`src/hw/rtl/bdd_pkg.sv`:
```
package bdd_pkg;

  // Two-bit difference size code per dataset
  typedef enum logic [1:0] {
    SZ_NONE = 2'd0,
    SZ_BYTE = 2'd1,
    SZ_HALF = 2'd2,
    SZ_WORD = 2'd3
  } size_e;

  localparam int unsigned NUM_DS     = 4;
  localparam logic [7:0]  SIZE_MASK  = 8'h03;
  localparam logic        ACT_START  = 1'b0;
  localparam logic        ACT_BUNDLE = 1'b1;

  // Classified word handed from the front end to the back end
  typedef struct packed {
    logic                           is_start;
    logic signed [23:0]             first;
    logic [NUM_DS-1:0][1:0]         size;
    logic [NUM_DS-1:0][31:0]        data;
    logic [1:0]                     first_ds;
    logic [NUM_DS-1:0]              final_ds;
  } cmd_t;

  // Result word
  typedef struct packed {
    logic signed [31:0] sample;
    logic               last;
  } res_t;

endpackage

```
`src/hw/rtl/bdd_fifo.sv`:
```
module bdd_fifo #(
  parameter int unsigned WIDTH = 8,
  parameter int unsigned DEPTH = 2
) (
  input  logic             clk_i,
  input  logic             rst_ni,
  input  logic             push_i,
  input  logic [WIDTH-1:0] wdata_i,
  output logic             full_o,
  input  logic             pop_i,
  output logic [WIDTH-1:0] rdata_o,
  output logic             empty_o
);

  localparam int unsigned PtrW = (DEPTH > 1) ? $clog2(DEPTH) : 1;
  localparam int unsigned CntW = $clog2(DEPTH + 1);
  localparam logic [PtrW-1:0] LastPtr = PtrW'(DEPTH - 1);
  localparam logic [CntW-1:0] FullCnt = CntW'(DEPTH);

  logic [WIDTH-1:0] mem_q [DEPTH];
  logic [PtrW-1:0]  wptr_q, rptr_q;
  logic [CntW-1:0]  cnt_q;
  logic             do_push, do_pop;

  assign full_o  = (cnt_q == FullCnt);
  assign empty_o = (cnt_q == '0);
  assign do_push = push_i && !full_o;
  assign do_pop  = pop_i && !empty_o;
  assign rdata_o = mem_q[rptr_q];

  // Storage
  always_ff @(posedge clk_i) begin
    if (do_push) begin
      mem_q[wptr_q] <= wdata_i;
    end
  end

  // Pointers and fill count
  always_ff @(posedge clk_i or negedge rst_ni) begin
    if (!rst_ni) begin
      wptr_q <= '0;
      rptr_q <= '0;
      cnt_q  <= '0;
    end else begin
      if (do_push) begin
        wptr_q <= (wptr_q == LastPtr) ? '0 : wptr_q + 1'b1;
      end
      if (do_pop) begin
        rptr_q <= (rptr_q == LastPtr) ? '0 : rptr_q + 1'b1;
      end
      if (do_push && !do_pop) begin
        cnt_q <= cnt_q + 1'b1;
      end else if (!do_push && do_pop) begin
        cnt_q <= cnt_q - 1'b1;
      end
    end
  end

endmodule

```
`src/hw/rtl/bdd_front.sv`:
```
module bdd_front import bdd_pkg::*; (
  input  logic               push_i,
  input  logic               action_i,
  input  logic signed [23:0] first_sample_i,
  input  logic [7:0]         bundle_code_i,
  input  logic [31:0]        dataset0_i,
  input  logic [31:0]        dataset1_i,
  input  logic [31:0]        dataset2_i,
  input  logic [31:0]        dataset3_i,
  input  logic               cmd_full_i,
  output logic               cmd_push_o,
  output cmd_t               cmd_o
);

  logic [NUM_DS-1:0] nz;

  // Split the code byte; dataset 0 sits in the top bits
  always_comb begin
    cmd_o          = '0;
    cmd_o.is_start = (action_i == ACT_START);
    cmd_o.first    = first_sample_i;
    cmd_o.data[0]  = dataset0_i;
    cmd_o.data[1]  = dataset1_i;
    cmd_o.data[2]  = dataset2_i;
    cmd_o.data[3]  = dataset3_i;
    for (int i = 0; i < NUM_DS; i++) begin
      cmd_o.size[i] = 2'((bundle_code_i >> (6 - 2 * i)) & SIZE_MASK);
      nz[i]         = (cmd_o.size[i] != SZ_NONE);
    end
    // first dataset that carries data
    cmd_o.first_ds = 2'd0;
    for (int i = NUM_DS - 1; i >= 0; i--) begin
      if (nz[i]) cmd_o.first_ds = 2'(i);
    end
    // dataset i is the last one with data when nothing follows it
    for (int i = 0; i < NUM_DS; i++) begin
      cmd_o.final_ds[i] = ~|(nz >> (i + 1));
    end
  end

  // Bundles with no data produce nothing and are dropped here
  assign cmd_push_o = push_i && !cmd_full_i && (cmd_o.is_start || (|nz));

endmodule

```
`src/hw/rtl/bdd_back.sv`:
```
module bdd_back import bdd_pkg::*; (
  input  logic clk_i,
  input  logic rst_ni,
  input  cmd_t cmd_i,
  input  logic cmd_empty_i,
  output logic cmd_pop_o,
  input  logic res_full_i,
  output logic res_push_o,
  output res_t res_o
);

  logic [31:0] run_q, run_d;
  logic [1:0]  ds_q, ds_d, j_q, j_d;
  logic        fresh_q, fresh_d;

  logic [1:0]  eff_ds, eff_j, nxt_ds;
  size_e       cur_size;
  logic [31:0] cur_data, diff;
  logic [7:0]  dbyte;
  logic [15:0] dhalf;
  logic        elem_last, item_last, go;

  assign go = !cmd_empty_i && !res_full_i;

  // Current difference selection
  always_comb begin
    eff_ds    = fresh_q ? cmd_i.first_ds : ds_q;
    eff_j     = fresh_q ? 2'd0 : j_q;
    cur_size  = size_e'(cmd_i.size[eff_ds]);
    cur_data  = cmd_i.data[eff_ds];
    dbyte     = cur_data[{eff_j, 3'b000} +: 8];
    dhalf     = cur_data[{eff_j[0], 4'b0000} +: 16];
    diff      = '0;
    elem_last = 1'b1;
    unique case (cur_size)
      SZ_BYTE: begin
        diff      = {{24{dbyte[7]}}, dbyte};
        elem_last = (eff_j == 2'd3);
      end
      SZ_HALF: begin
        diff      = {{16{dhalf[15]}}, dhalf};
        elem_last = eff_j[0];
      end
      SZ_WORD: begin
        diff      = cur_data;
        elem_last = 1'b1;
      end
      default: begin
        diff      = '0;
        elem_last = 1'b1;
      end
    endcase

    // next dataset with data after the current one
    nxt_ds = eff_ds;
    for (int k = NUM_DS - 1; k >= 0; k--) begin
      if ((k > int'(eff_ds)) && (cmd_i.size[k] != SZ_NONE)) nxt_ds = 2'(k);
    end
  end

  // Sum and sequencing
  always_comb begin
    run_d   = run_q;
    ds_d    = ds_q;
    j_d     = j_q;
    fresh_d = fresh_q;
    if (cmd_i.is_start) begin
      item_last = 1'b1;
      res_o.sample = {{8{cmd_i.first[23]}}, cmd_i.first};
    end else begin
      item_last = elem_last && cmd_i.final_ds[eff_ds];
      res_o.sample = run_q + diff;
    end
    res_o.last = item_last;
    if (go) begin
      run_d = res_o.sample;
      if (item_last) begin
        fresh_d = 1'b1;
      end else begin
        fresh_d = 1'b0;
        ds_d    = elem_last ? nxt_ds : eff_ds;
        j_d     = elem_last ? 2'd0 : eff_j + 2'd1;
      end
    end
  end

  assign res_push_o = go;
  assign cmd_pop_o  = go && item_last;

  always_ff @(posedge clk_i or negedge rst_ni) begin
    if (!rst_ni) begin
      run_q   <= '0;
      ds_q    <= '0;
      j_q     <= '0;
      fresh_q <= 1'b1;
    end else begin
      run_q   <= run_d;
      ds_q    <= ds_d;
      j_q     <= j_d;
      fresh_q <= fresh_d;
    end
  end

endmodule

```
`src/hw/rtl/bundle_difference_decoder_top.sv`:
```
// First-difference decoder for seismic sample packets. A start word loads the
// running sample with its signed 24-bit first value and returns it as one
// result word marked last. A bundle word carries a code byte and four
// datasets, each decoded as four byte, two 16-bit or one 32-bit signed
// difference (or nothing); every difference is added to the running sample
// with 32-bit wrap and the new value is returned, the final one marked last.
// A bundle whose codes are all zero returns nothing. The front end takes one
// input word per cycle while its command queue has room; the back end emits
// one result word per cycle while a command waits and the result queue has
// room. A word yields 1 to 16 results, and an empty bundle is dropped at the
// front only. The adder on the running sample in the back end sets the back
// end's pace. Results wait in an output queue, so input keeps flowing while
// pop is held low until both queues fill.
module bundle_difference_decoder_top import bdd_pkg::*; #(
  parameter int unsigned CMD_DEPTH = 2,
  parameter int unsigned RES_DEPTH = 2
) (
  input  logic               clk_i,
  input  logic               rst_ni,
  input  logic               push,
  output logic               full,
  input  logic               action_i,
  input  logic signed [23:0] first_sample_i,
  input  logic [7:0]         bundle_code_i,
  input  logic [31:0]        dataset0_i,
  input  logic [31:0]        dataset1_i,
  input  logic [31:0]        dataset2_i,
  input  logic [31:0]        dataset3_i,
  output logic               empty,
  input  logic               pop,
  output logic signed [31:0] sample_o,
  output logic               last_o
);

  cmd_t cmd_in, cmd_head;
  logic cmd_push, cmd_pop, cmd_full, cmd_empty;
  res_t res_in, res_head;
  logic res_push, res_full;

  // Front end: classify incoming words
  bdd_front u_front (
    .push_i         (push),
    .action_i       (action_i),
    .first_sample_i (first_sample_i),
    .bundle_code_i  (bundle_code_i),
    .dataset0_i     (dataset0_i),
    .dataset1_i     (dataset1_i),
    .dataset2_i     (dataset2_i),
    .dataset3_i     (dataset3_i),
    .cmd_full_i     (cmd_full),
    .cmd_push_o     (cmd_push),
    .cmd_o          (cmd_in)
  );

  assign full = cmd_full;

  // Command queue between front and back
  bdd_fifo #(
    .WIDTH ($bits(cmd_t)),
    .DEPTH (CMD_DEPTH)
  ) u_cmd_fifo (
    .clk_i   (clk_i),
    .rst_ni  (rst_ni),
    .push_i  (cmd_push),
    .wdata_i (cmd_in),
    .full_o  (cmd_full),
    .pop_i   (cmd_pop),
    .rdata_o (cmd_head),
    .empty_o (cmd_empty)
  );

  // Back end: accumulate differences
  bdd_back u_back (
    .clk_i       (clk_i),
    .rst_ni      (rst_ni),
    .cmd_i       (cmd_head),
    .cmd_empty_i (cmd_empty),
    .cmd_pop_o   (cmd_pop),
    .res_full_i  (res_full),
    .res_push_o  (res_push),
    .res_o       (res_in)
  );

  // Result queue
  bdd_fifo #(
    .WIDTH ($bits(res_t)),
    .DEPTH (RES_DEPTH)
  ) u_res_fifo (
    .clk_i   (clk_i),
    .rst_ni  (rst_ni),
    .push_i  (res_push),
    .wdata_i (res_in),
    .full_o  (res_full),
    .pop_i   (pop),
    .rdata_o (res_head),
    .empty_o (empty)
  );

  assign sample_o = res_head.sample;
  assign last_o   = res_head.last;

endmodule
```
`config.mk`:
```
export PLATFORM = sky130hd
export DESIGN_NAME = bundle_difference_decoder_top
export DESIGN_NICKNAME = d
export VERILOG_FILES = /design/src/hw/rtl/bdd_pkg.sv /design/src/hw/rtl/bdd_fifo.sv /design/src/hw/rtl/bdd_front.sv /design/src/hw/rtl/bdd_back.sv /design/src/hw/rtl/bundle_difference_decoder_top.sv
export SDC_FILE = /design/constraint.sdc
export NUM_CORES = 1
export LEC_CHECK = 0
export ABC_AREA = 1
export BUFFER_PORTS_ARGS = -buffer_cell sky130_fd_sc_hd__buf_2
export CORE_ASPECT_RATIO = 1.2
export CORE_MARGIN = 1
export CORE_UTILIZATION = 64
export DETAILED_ROUTE_END_ITERATION = 10
export PLACE_DENSITY = 0.85
export SLEW_MARGIN = 20
export SYNTH_ARGS = -nofsm -noshare
export SYNTH_HDL_FRONTEND = slang
export SYNTH_SLANG_ARGS = --single-unit
export TNS_END_PERCENT = 30
```
`constraint.sdc`:
```
create_clock -name clk_i -period 26.5 [get_ports clk_i]
set_input_delay 3.975 -clock clk_i [delete_from_list [all_inputs] [get_ports clk_i]]
set_output_delay 3.975 -clock clk_i [all_outputs]
set_load 0.005 [all_outputs]
```
==> run summary <==
The startpoint type of the worst setup path is a register. The proportion of synthesized chip area in sequential cells is 65.0%. The delay of the slowest cell on the worst path came out at a little over 1 ns. Across the routed clock network, the largest skew measured is approximately 0.018 ns.

The depth of the worst hold-timing path came out at 2. The average via count per standard cell came out at just under 6. The startpoint identified for the worst register-to-register timing path is u_cmd_fifo.rptr_q$_DFFE_PN0P_. The end of the worst register-to-register path is u_res_fifo.mem_q[0][25]$_DFFE_PP_. The number of nets in the synthesized netlist is between 2000 and 2500. Post-CTS timing repair inserted 0 buffers for setup. Once detail routing completed, the nets flagged for antenna violations numbered 0. The count of boundary I/O pins is 200. The die span in y came out at 196 um. The synthesized netlist contains between 50 and 60 unique library cells.

The worst min-delay path endpoint is u_back.run_q[21]$_DFFE_PN0P_. The signal arrival time at the worst endpoint came out at about 8.5 ns. For the worst flop-to-flop path, the logic depth is 28.

The run finished with clean final reports. Once the floorplan was initialized, standard cells occupied ~65% of the core. The predominant post-synthesis flop cell is sky130_fd_sc_hd__edfxtp_1.

The global route total overflow is 0. The required time reported for the critical path endpoint came out at ~27 ns. The net total in the final layout is between 2000 and 2500.

The DRC violation count after routing came out at 0. In this run, CTS created clock tree buffers numbering 41. The number of input and output port buffers inserted is 199.

The number of gates resized after cts came out at 0. The H-tree was split into 2 levels. The HPWL after detailed placement is between 30 and 40 mm. STA classifies the critical path endpoint as a register. TritonCTS built the clock tree. The combined global-route utilization of all metal layers is between 30 and 40%.

The root buffer cell chosen for the clock tree is sky130_fd_sc_hd__clkbuf_16. The violation count after the first detailed-route iteration is 1586. The total wire length came out at between 40 and 50 mm. The tool flagged a number of max-cap violations equal to 0. The layout overhead on the synthesized area is 13.1%. The clock input transition at the sequential cells of the worst setup and hold paths is ~0.070 ns. Counting every sink on the clock net gives about 440. The ratio of cells with drive above 1 in the final layout came out at between 10% and 20%.

The type of the worst setup path is register to register. Entering global routing, the biggest net connects 76 pins. The buffer levels on the longest clock path came out at 3. The count of endpoints failing setup in the final report is 0. The chip width came out at 164 um. The fraction of the core area covered by cells at the end of the flow is roughly 74%. The count of state elements after synthesis is 443. The synthesized instance count came out at ~1900. Setup repair after global routing left no endpoint under its margin. The slack of the worst reg-to-reg path is about 18 ns. The count of hold-fix buffers inserted at cts came out at 0. The full die area is about 32000 um2. The clock latency on the worst-skew pair is about 0.55 ns.

The relative slew slack is 28.1%. The first-pass GRT wire length came out at 74.9 mm. The number of search-and-repair iterations in the first detailed-routing pass came out at 5. The number of warnings reported in the yosys synthesis log came out at 0.

The cell area after technology mapping came out at slightly above 20000 um2. The placer congestion estimate came out at around 0.94. The total core area is 30700 um2. The final number of max-transition violations came out at 0. Detailed routing inserted a total of 14900 vias. After layout, the worst path uses around 31% of the clock period. Of all nets on the critical path, the largest fanout is 72. The number of hold-slack violations in the final timing report came out at 0. The number of global-route vias before repair was approximately 14000. For this run, the top clock speed supported by timing is between 100 and 150 MHz.

The slowest stage of the critical path is the sky130_fd_sc_hd__dfrtp_4 cell. The number of antenna violations at the first check in global routing is 5. The tightest min-delay check is of the register to register type. The actual transition at the worst max-transition pin is roughly 1.1 ns. The mean cell area of the mapped netlist is around 11 um2. The startpoint identified for the worst hold timing path is u_back.run_q[21]$_DFFE_PN0P_. Dividing the detail-routed wire length by the instance count gives approximately 20 um. After layout, the minimum clock period comes to between 8 and 9 ns. The total negative slack for setup checks is 0 ns. The standard-cell row count is 70. Final hold analysis gives a worst-case slack of between 0.4 and 0.5 ns. The share of async-settable or async-resettable flops after synthesis came out at just over 10%.

The number of synthesized flops with an enable pin came out at ~400.
[cells by family (layout without fill, tap and decap cells)]
kind of cell | Yosys count | count (layout) | synth area share [%]
simple gates | 842 | 842 | 16.9
other cells | 0 | 3 | 0
buf+inv | 187 | 392 | 4.16
xor+xnor | 16 | 16 | 0.696
mux | 17 | 17 | 0.845
compound gates | 368 | 368 | 9.99
fa+ha+maj | 39 | 39 | 2.46
flops | 443 | 443 | 65.0
[worst max-delay path by stage]
stage / startpoint / slack, ns / endpoint
after floorplan: bundle_code_i[1] / 14.42 / u_cmd_fifo.mem_q[1][0]$_DFFE_PP_
after global placement: bundle_code_i[3] / 18.67 / u_cmd_fifo.mem_q[1][112]$_DFFE_PP_
after detailed placement: u_cmd_fifo.rptr_q$_DFFE_PN0P_ / 18.39 / u_res_fifo.mem_q[0][25]$_DFFE_PP_
after CTS: u_cmd_fifo.rptr_q$_DFFE_PN0P_ / 18.30 / u_res_fifo.mem_q[0][25]$_DFFE_PP_
after global routing: u_cmd_fifo.rptr_q$_DFFE_PN0P_ / 17.46 / u_res_fifo.mem_q[1][25]$_DFFE_PP_
final: u_cmd_fifo.rptr_q$_DFFE_PN0P_ / 18.23 / u_res_fifo.mem_q[0][25]$_DFFE_PP_
[sequential cells by signal, indices dropped and copies added, names as in the netlist, 2 cells and up]
| register | count |
|---|---|
| u_cmd_fifo.mem_q | 332 |
| u_res_fifo.mem_q | 66 |
| u_back.run_q | 32 |
| u_back.ds_q | 2 |
| u_back.j_q | 2 |
| u_cmd_fifo.cnt_q | 2 |
| u_res_fifo.cnt_q | 2 |
[area by class of cell]
class / instances / area (um2)
Sequential cell: 443 / 13100
Clock inverter: 23 / 205
Tap cell: 396 / 495
Timing Repair Buffer: 218 / 1180
Clock buffer: 52 / 1170
Inverter: 99 / 373
Fill cell: 2007 / 7960
Multi-Input combinational cell: 1282 / 6270
Antenna cell: 3 / 7.51
[synthesized netlist by cell type (all sizes together), types with 2 or more instances]
cell	number	share of area [%]
nand2	538	10
nand3	67	1.9
a21o	4	0.15
buf	55	1.7
or2	8	0.25
a221oi	3	0.13
ha	38	2.4
o21bai	4	0.15
o211ai	3	0.11
a31oi	43	1.3
inv	97	1.8
o311ai	2	0.087
mux2i	17	0.85
o21a	2	0.075
a21oi	117	2.9
dfrtp	44	5.5
a21boi	3	0.11
nand4	5	0.16
a32oi	2	0.087
xnor2	5	0.22
nor3	6	0.15
nor2	215	4.1
edfxtp	398	59
clkinv	2	0.037
o21ai	173	4.4
a22oi	5	0.19
xor2	11	0.48
clkbuf	33	0.62
o221ai	3	0.13
[through the flow]
stage	std cells	setup slack (ns)	instance area (um2)
after floorplan	1912	14.42	20100
after global placement	2436	18.67	21300
after detailed placement	2436	18.39	21300
after CTS	2511	18.30	22700
after global routing	2514	17.46	22800
final	2516	18.23	22800
[per-layer routing]
layer | part of all wire (%) | wire [um] | GRT usage, % | up-vias
li1 | - | - | - | 6964
met1 | 38 | 18500 | 38.2 | 7048
met2 | 50 | 24700 | 52.7 | 756
met3 | 7.3 | 3610 | 4.82 | 146
met4 | 4.3 | 2130 | 14.5 | 6
met5 | 0.071 | 35 | 0 | -
[layout by cell type, fill, tap and decap left out, drive strengths merged, types with 3 or more instances in the layout]
master / synthesis / routed
bufinv: 0 / 3
o211ai: 3 / 3
diode: 0 / 3
nor2: 215 / 215
clkbuf: 33 / 52
xnor2: 5 / 5
ha: 38 / 38
a21o: 4 / 4
o221ai: 3 / 3
nor3: 6 / 6
clkinv: 2 / 18
dfrtp: 44 / 44
edfxtp: 398 / 398
buf: 55 / 218
inv: 97 / 99
nand4: 5 / 5
xor2: 11 / 11
a221oi: 3 / 3
a21oi: 117 / 117
o21ai: 173 / 173
or2: 8 / 8
a21boi: 3 / 3
a22oi: 5 / 5
o21bai: 4 / 4
a31oi: 43 / 43
nand2: 538 / 538
mux2i: 17 / 17
nand3: 67 / 67
[worst max-delay path: cells and delay by family, from the launching register on]
kind	cells	cell delay (ns)
buffers and inverters	6	2.12
and+or+nand+nor	9	1.14
adders and majority gates	3	1.35
AOI/OAI and AO/OA	10	2.19
DFF	1	1.03
Power is left out: the tool's default activity adds up to more than one toggle a clock period on the data nets, which glitch-free logic cannot reach.
